<file path="src/hw/rtl/fwe_pkg.sv">
// Shared types, constants and fixed-point helpers for the frustum edge generator.
// No dependencies; every other file imports this package.
package fwe_pkg;

    localparam int Q_W      = 32;   // coordinate width, signed Q16.16
    localparam int CFG_W    = 31;   // configuration register width
    localparam int FRAC_W   = 16;
    localparam int EDGE_W   = 4;
    localparam int NUM_EDGES = 12;
    localparam logic [EDGE_W-1:0] LAST_EDGE = EDGE_W'(NUM_EDGES - 1);

    localparam logic [CFG_W-1:0] TAN_HALF_FOV_RST  = 31'd65536;
    localparam logic [CFG_W-1:0] ASPECT_RATIO_RST  = 31'd65536;
    localparam logic [CFG_W-1:0] NEAR_DISTANCE_RST = 31'd6554;
    localparam logic [CFG_W-1:0] FAR_DISTANCE_RST  = 31'd6553600;

    typedef enum logic [1:0] {
        REG_TAN_HALF_FOV  = 2'd0,
        REG_ASPECT_RATIO  = 2'd1,
        REG_NEAR_DISTANCE = 2'd2,
        REG_FAR_DISTANCE  = 2'd3
    } cfg_reg_t;

    typedef struct packed {
        logic [CFG_W-1:0] tan_half_fov;
        logic [CFG_W-1:0] aspect_ratio;
        logic [CFG_W-1:0] near_distance;
        logic [CFG_W-1:0] far_distance;
    } cfg_t;

    typedef struct packed {
        logic signed [Q_W-1:0] eye_x;
        logic signed [Q_W-1:0] eye_y;
        logic signed [Q_W-1:0] eye_z;
        logic signed [Q_W-1:0] front_x;
        logic signed [Q_W-1:0] front_y;
        logic signed [Q_W-1:0] front_z;
        logic signed [Q_W-1:0] up_x;
        logic signed [Q_W-1:0] up_y;
        logic signed [Q_W-1:0] up_z;
        logic signed [Q_W-1:0] right_x;
        logic signed [Q_W-1:0] right_y;
        logic signed [Q_W-1:0] right_z;
    } cam_t;

    typedef struct packed {
        logic [EDGE_W-1:0]     edge_index;
        logic signed [Q_W-1:0] start_x;
        logic signed [Q_W-1:0] start_y;
        logic signed [Q_W-1:0] start_z;
        logic signed [Q_W-1:0] end_x;
        logic signed [Q_W-1:0] end_y;
        logic signed [Q_W-1:0] end_z;
        logic                  last_edge;
    } edge_t;

    // Sign-extend a coordinate to a 33-bit multiplier operand.
    function automatic logic signed [Q_W:0] s_ext(input logic signed [Q_W-1:0] x);
        return {x[Q_W-1], x};
    endfunction

    // Zero-extend a configuration value to a 33-bit multiplier operand.
    function automatic logic signed [Q_W:0] u_ext(input logic [CFG_W-1:0] x);
        return {2'b00, x};
    endfunction

    // Clamp to the signed range of sb bits.
    function automatic logic signed [Q_W-1:0] sat_q(input logic signed [2*Q_W+1:0] v,
                                                   input int sb);
        logic signed [2*Q_W+1:0] hi;
        logic signed [2*Q_W+1:0] lo;
        hi = ((2*Q_W+2)'(1) <<< (sb - 1)) - (2*Q_W+2)'(1);
        lo = -hi - (2*Q_W+2)'(1);
        if (v > hi)
            return hi[Q_W-1:0];
        if (v < lo)
            return lo[Q_W-1:0];
        return v[Q_W-1:0];
    endfunction

    // Q16.16 product, floored, saturated.
    function automatic logic signed [Q_W-1:0] qmul(input logic signed [Q_W:0] a,
                                                  input logic signed [Q_W:0] b,
                                                  input int sb);
        logic signed [2*Q_W+1:0] p;
        p = a * b;
        return sat_q(p >>> FRAC_W, sb);
    endfunction

    // Saturating add or subtract.
    function automatic logic signed [Q_W-1:0] qadd(input logic signed [Q_W-1:0] a,
                                                  input logic signed [Q_W-1:0] b,
                                                  input logic sub,
                                                  input int sb);
        logic signed [2*Q_W+1:0] ea;
        logic signed [2*Q_W+1:0] eb;
        ea = (2*Q_W+2)'(a);
        eb = (2*Q_W+2)'(b);
        return sat_q(sub ? ea - eb : ea + eb, sb);
    endfunction

    // Corner numbers at the two ends of an edge: {start, end}.
    function automatic logic [5:0] edge_ends(input logic [EDGE_W-1:0] e);
        logic [5:0] r;
        case (e)
            4'd0:    r = {3'd0, 3'd1};
            4'd1:    r = {3'd2, 3'd3};
            4'd2:    r = {3'd0, 3'd2};
            4'd3:    r = {3'd1, 3'd3};
            4'd4:    r = {3'd4, 3'd5};
            4'd5:    r = {3'd6, 3'd7};
            4'd6:    r = {3'd4, 3'd6};
            4'd7:    r = {3'd5, 3'd7};
            4'd8:    r = {3'd0, 3'd4};
            4'd9:    r = {3'd1, 3'd5};
            4'd10:   r = {3'd2, 3'd6};
            4'd11:   r = {3'd3, 3'd7};
            default: r = {3'd0, 3'd0};
        endcase
        return r;
    endfunction

endpackage

</file>
<file path="src/hw/rtl/fwe_cfg_regs.sv">
// Configuration register file: four write-only unsigned Q15.16 registers.
// Depends on fwe_pkg.
module fwe_cfg_regs
    import fwe_pkg::*;
(
    input  logic             clk,
    input  logic             rst_n,
    input  logic             cfg_wr_en,
    input  logic [1:0]       cfg_addr,
    input  logic [CFG_W-1:0] cfg_wdata,
    output cfg_t             cfg
);

    cfg_t cfg_reg;
    cfg_t cfg_next;

    always_comb
    begin
        cfg_next = cfg_reg;
        if (cfg_wr_en)
        begin
            case (cfg_reg_t'(cfg_addr))
                REG_TAN_HALF_FOV:  cfg_next.tan_half_fov  = cfg_wdata;
                REG_ASPECT_RATIO:  cfg_next.aspect_ratio  = cfg_wdata;
                REG_NEAR_DISTANCE: cfg_next.near_distance = cfg_wdata;
                REG_FAR_DISTANCE:  cfg_next.far_distance  = cfg_wdata;
                default:           cfg_next = cfg_reg;
            endcase
        end
    end

    always_ff @(posedge clk or negedge rst_n)
    begin
        if (!rst_n)
        begin
            cfg_reg.tan_half_fov  <= TAN_HALF_FOV_RST;
            cfg_reg.aspect_ratio  <= ASPECT_RATIO_RST;
            cfg_reg.near_distance <= NEAR_DISTANCE_RST;
            cfg_reg.far_distance  <= FAR_DISTANCE_RST;
        end
        else
        begin
            cfg_reg <= cfg_next;
        end
    end

    assign cfg = cfg_reg;

endmodule

</file>
<file path="config.mk">
export PLATFORM = sky130hd
export DESIGN_NAME = fwe_cfg_regs
export DESIGN_NICKNAME = d
export VERILOG_FILES = /design/src/hw/rtl/fwe_pkg.sv /design/src/hw/rtl/fwe_cfg_regs.sv
export SDC_FILE = /design/constraint.sdc
export NUM_CORES = 1
export LEC_CHECK = 0
export ABC_AREA = 1
export BUFFER_PORTS_ARGS = -buffer_cell sky130_fd_sc_hd__buf_2
export CAP_MARGIN = 10
export CORE_UTILIZATION = 46
export CTS_CLUSTER_SIZE = 40
export DETAILED_ROUTE_END_ITERATION = 16
export PLACE_DENSITY = 0.83
export SLEW_MARGIN = 5
export SYNTH_ARGS = -nofsm -noshare
export SYNTH_HDL_FRONTEND = slang
export SYNTH_SLANG_ARGS = --single-unit
</file>
<file path="constraint.sdc">
create_clock -name clk -period 0.8 [get_ports clk]
set_clock_uncertainty 0.15 [all_clocks]
set_input_delay 0.04 -clock clk [delete_from_list [all_inputs] [get_ports clk]]
set_output_delay 0.04 -clock clk [all_outputs]
set_load 0.01 [all_outputs]
</file>
# == Word level (Yosys, flattened, before mapping) ==
# Cells that the tools add are included.
# op_classes
n_reduce_logical,5
eq_ne,3
# op_table
operator,n
$reduce_and 2->1,4
$eq 2x2->1 const B,2
$eq 2x1->1 const B,1
$logic_not 2->1,1
# totals
reg_bits,124
inputBits,36
out_inout_bits,124

# == Longest topological paths before layout ==
# logic_depth
ltp_word,2
depth_mapped,5
ltp_nobuf,4

# == Worst setup path after synthesis ==
# OpenSTA, ideal clock, no wires.
# synth_path
path_type,register to register
from,register cfg[18] (netlist name)
to,register cfg_reg (netlist bit cfg[18])
arrival_time_ns,0.639
required_ns,0.590
setup_time_ns,0.060
n_path_buf,0
setup_slack_ns,-0.049
synth_period_minus_slack_ns,0.849
path_stages_with_launch,3
cell_sequence,dfstp_2 -> nand2_1 -> nand2_1
# synth_rtl
item,line_no,source
to (signal assigned),fwe_cfg_regs.sv:43,cfg_reg <= cfg_next;
to (decl),fwe_cfg_regs.sv:14,cfg_t cfg_reg;

# == Final worst setup path ==
# layout_path
from,register cfg_reg (netlist bit cfg[43])
to,output port cfg[43] (netlist bit)
# layout_rtl
item,line_no,source
to (decl),fwe_cfg_regs.sv:11,output cfg_t cfg
# No word-level cell between the ends.

==> flow_summary_export.csv <==
group,metric,value,unit
finish,mostFrequentLayoutCells,"nand2_1 (178), buf_2 (124), dfrtp_1 (112)",
finish,n_fill_cell,699,
synthesis,yosys.area.top_type_share,55.2,%
worst_setup_path,crit_family,"flip-flops",
die,die_area,11500,um2
finish,drive_above_1_share,44.7,%
worst_hold_path,hold_path_class,"in2reg",
synthesis,syn-num-nets,588,
clocking,cts_hold_buf,32,
clocking,cts_tree,"built",
power,peakVddDrop,1.29,mV
power,p_leak,4.31,nW
routing,drt_iter0_markers,554,
synthesis,avgSynthCellArea,9.20,um2
global_route,grt_pass1_wl,25.7,mm
synthesis,synth_top_area_cell,"dfrtp_1",
synthesis,synth_xor_area_share,0,%
run,max-cap-violations,0,
clocking,cts.path.max_buffers,2,
worst_setup_path,path_max_fanout,2,
routing,route.detailed.wl_per_inst,18.6,um
finish,syn_to_final_growth,59.6,%
routing,via_count,5378,
synthesis,yosys.area_share.adder,0,%
timing,drv_slew,0,
synthesis,synthTopCellsByArea,"dfrtp_1 (55%), nand2_1 (18%), nand4_1 (11%)",
synthesis,synthMuxAreaShare,0,%
finish,nNetsFinal,839,
worst_setup_path,max_stage_delay,0.55,ns
timing,report.final.hold_viol_count,199,
die,pin_count,160,
synthesis,synth_simple_gate_area_share,33.6,%
die,chipWidth,107,um
clocking,cts_root_buf,"clkbuf_8",
synthesis,syn_area,5080,um2
synthesis,synth_compound_area_share,0,%
synthesis,synth_cell_types,11,
finish,final_cells,955,
placement,gp_congestion,0.849,
timing,timing.slew.headroom,73.7,%
timing,period_share,171,%
power,powerDensity,2560,nW/um2
routing,vias_per_cell,5.63,
global_route,gr-total-overflow,0,
placement,place_hpwl,9.58,mm
clocking,clk_pin_slew,0.05,ns
worst_setup_path,critPathArrivalTime,1.18,ns
timing,whs,-0.269,ns
synthesis,synth_cells,552,
worst_setup_path,worst-path-buf-inv,1,
worst_setup_path,cp.required,0.61,ns
run_status,failed_checks,"negative hold slack, negative setup slack",
timing,tightest_slew,0.394,ns
timing,rsz0062_at_grt,"yes",
global_route,antenna_found_initial,0,
worst_setup_path,path_class,"reg2out",
global_route,grt_use_total,29.5,%
routing,wl,17.8,mm
routing,drcViolationCount,0,
worst_setup_path,start_kind,"flop",
die,start_util,47.1,%
worst_setup_path,endpoint_kind,"output port",
die,core,10800,um2
worst_setup_path,cp-startpoint,"cfg[43]",
clocking,htreeDepth,4,
worst_setup_path,slowest_stage,"dfstp_2",
placement,numPortBuffers,159,
finish,final_common_cell,"nand2_1",
clocking,cts.sink_count,124,
routing,drtAntennaViolNets,0,
worst_hold_path,hp-start,"cfg_wr_en",
clocking,clkLatencyLatePin,0.52,ns
timing,setup-tns-final,-62.15,ns
clocking,cts_buffers,17,
die,die_y,107,um
placement,place_ws,-0.256,ns
run_status,status,"finished with violations",
global_route,grt_start_max_net_pins,63,
finish,num_antenna_cells,0,
worst_setup_path,reg2reg_from,"cfg[34]",
synthesis,synth-seq-area-share,61.4,%
synthesis,ys_ff_latch,124,
finish,largest_register_ffs,124,
routing,dr.pass1.iters,5,
synthesis,yosysWarningCount,0,
global_route,first_global_vias,5137,
timing,fmax,731,MHz
timing,fin_crit,1.37,ns
synthesis,synth_top_family_by_area,"simple AND/OR/NAND/NOR gates",
timing,final.setup.worst_slack,-0.567,ns
finish,final_area,8110,um2
placement,placed_area,6110,um2
timing,setup_viol,202,
placement,dp.cells,827,
worst_setup_path,worstPathCellList,"buf_6",
die,rows,38,
## report_power, final
part | internal, mW | switching [mW]
sequential | 7.36 | 0.756
clock | 4.72 | 2.69
combinational | 2.70 | 2.57
## cells in the mapped netlist (all sizes together)
cell type  instances
dfrtp            112
nand3             34
nand2            249
dfstp             12
inv                2
nor2               1
buf               49
nand4             93
## metrics by stage
step / util [%] / total power, mW
3_3_place_gp: 56.7 / 11.2
4_1_cts: 70.0 / 19.7
6_report: 75.1 / 20.8
3_5_place_dp: 56.7 / 11.4
2_1_floorplan: - / 9.58
5_1_grt: 75.1 / 21.6
## kinds of logic after synthesis
family,Yosys count
and+or+nand+nor,377
DFF,124
buffers and inverters,51
## layout make-up
| cell class | instances | area [um2] | area share [%] |
|---|---|---|---|
| clock buffers | 24 | 480 | 5.93 |
| inverters | 2 | 7.51 | 0.0926 |
| well taps | 140 | 175 | 2.16 |
| flip-flops and latches | 124 | 3120 | 38.5 |
| multi-input cells | 377 | 1930 | 23.8 |
| clock inverters | 7 | 87.6 | 1.08 |
| repair buffers | 281 | 2310 | 28.5 |
## repair_timing
item | 4_1_cts | 5_1_grt
setup buffers | 50 | 33
pin swaps | 11 | 24
gates cloned | 0 | 0
gates resized for setup | 37 | 129
endpoints found under the hold margin | 248 | 108
endpoints found under the setup margin | 136 | 198
## layer usage
layer,global-route usage [%],up-vias,part of all wire [%]
met4,16.4,0,4.4
met1,37.5,2595,37
met2,46.6,347,50
met5,0,-,0
li1,-,2361,-
met3,6.81,75,8.8
## worst paths after layout
check	to	slack, ns	cells after the start
setup / recovery	cfg[43]	-0.57	1
hold / removal	cfg[32]	-0.27	3
setup reg to reg	cfg[34]	-0.20	3
hold reg to reg	cfg[80]	0.32	2
max in group asynchronous	cfg[22]	0.19	3
min in group asynchronous	cfg[101]	-0.05	3
(Power assumes the default switching activity.)
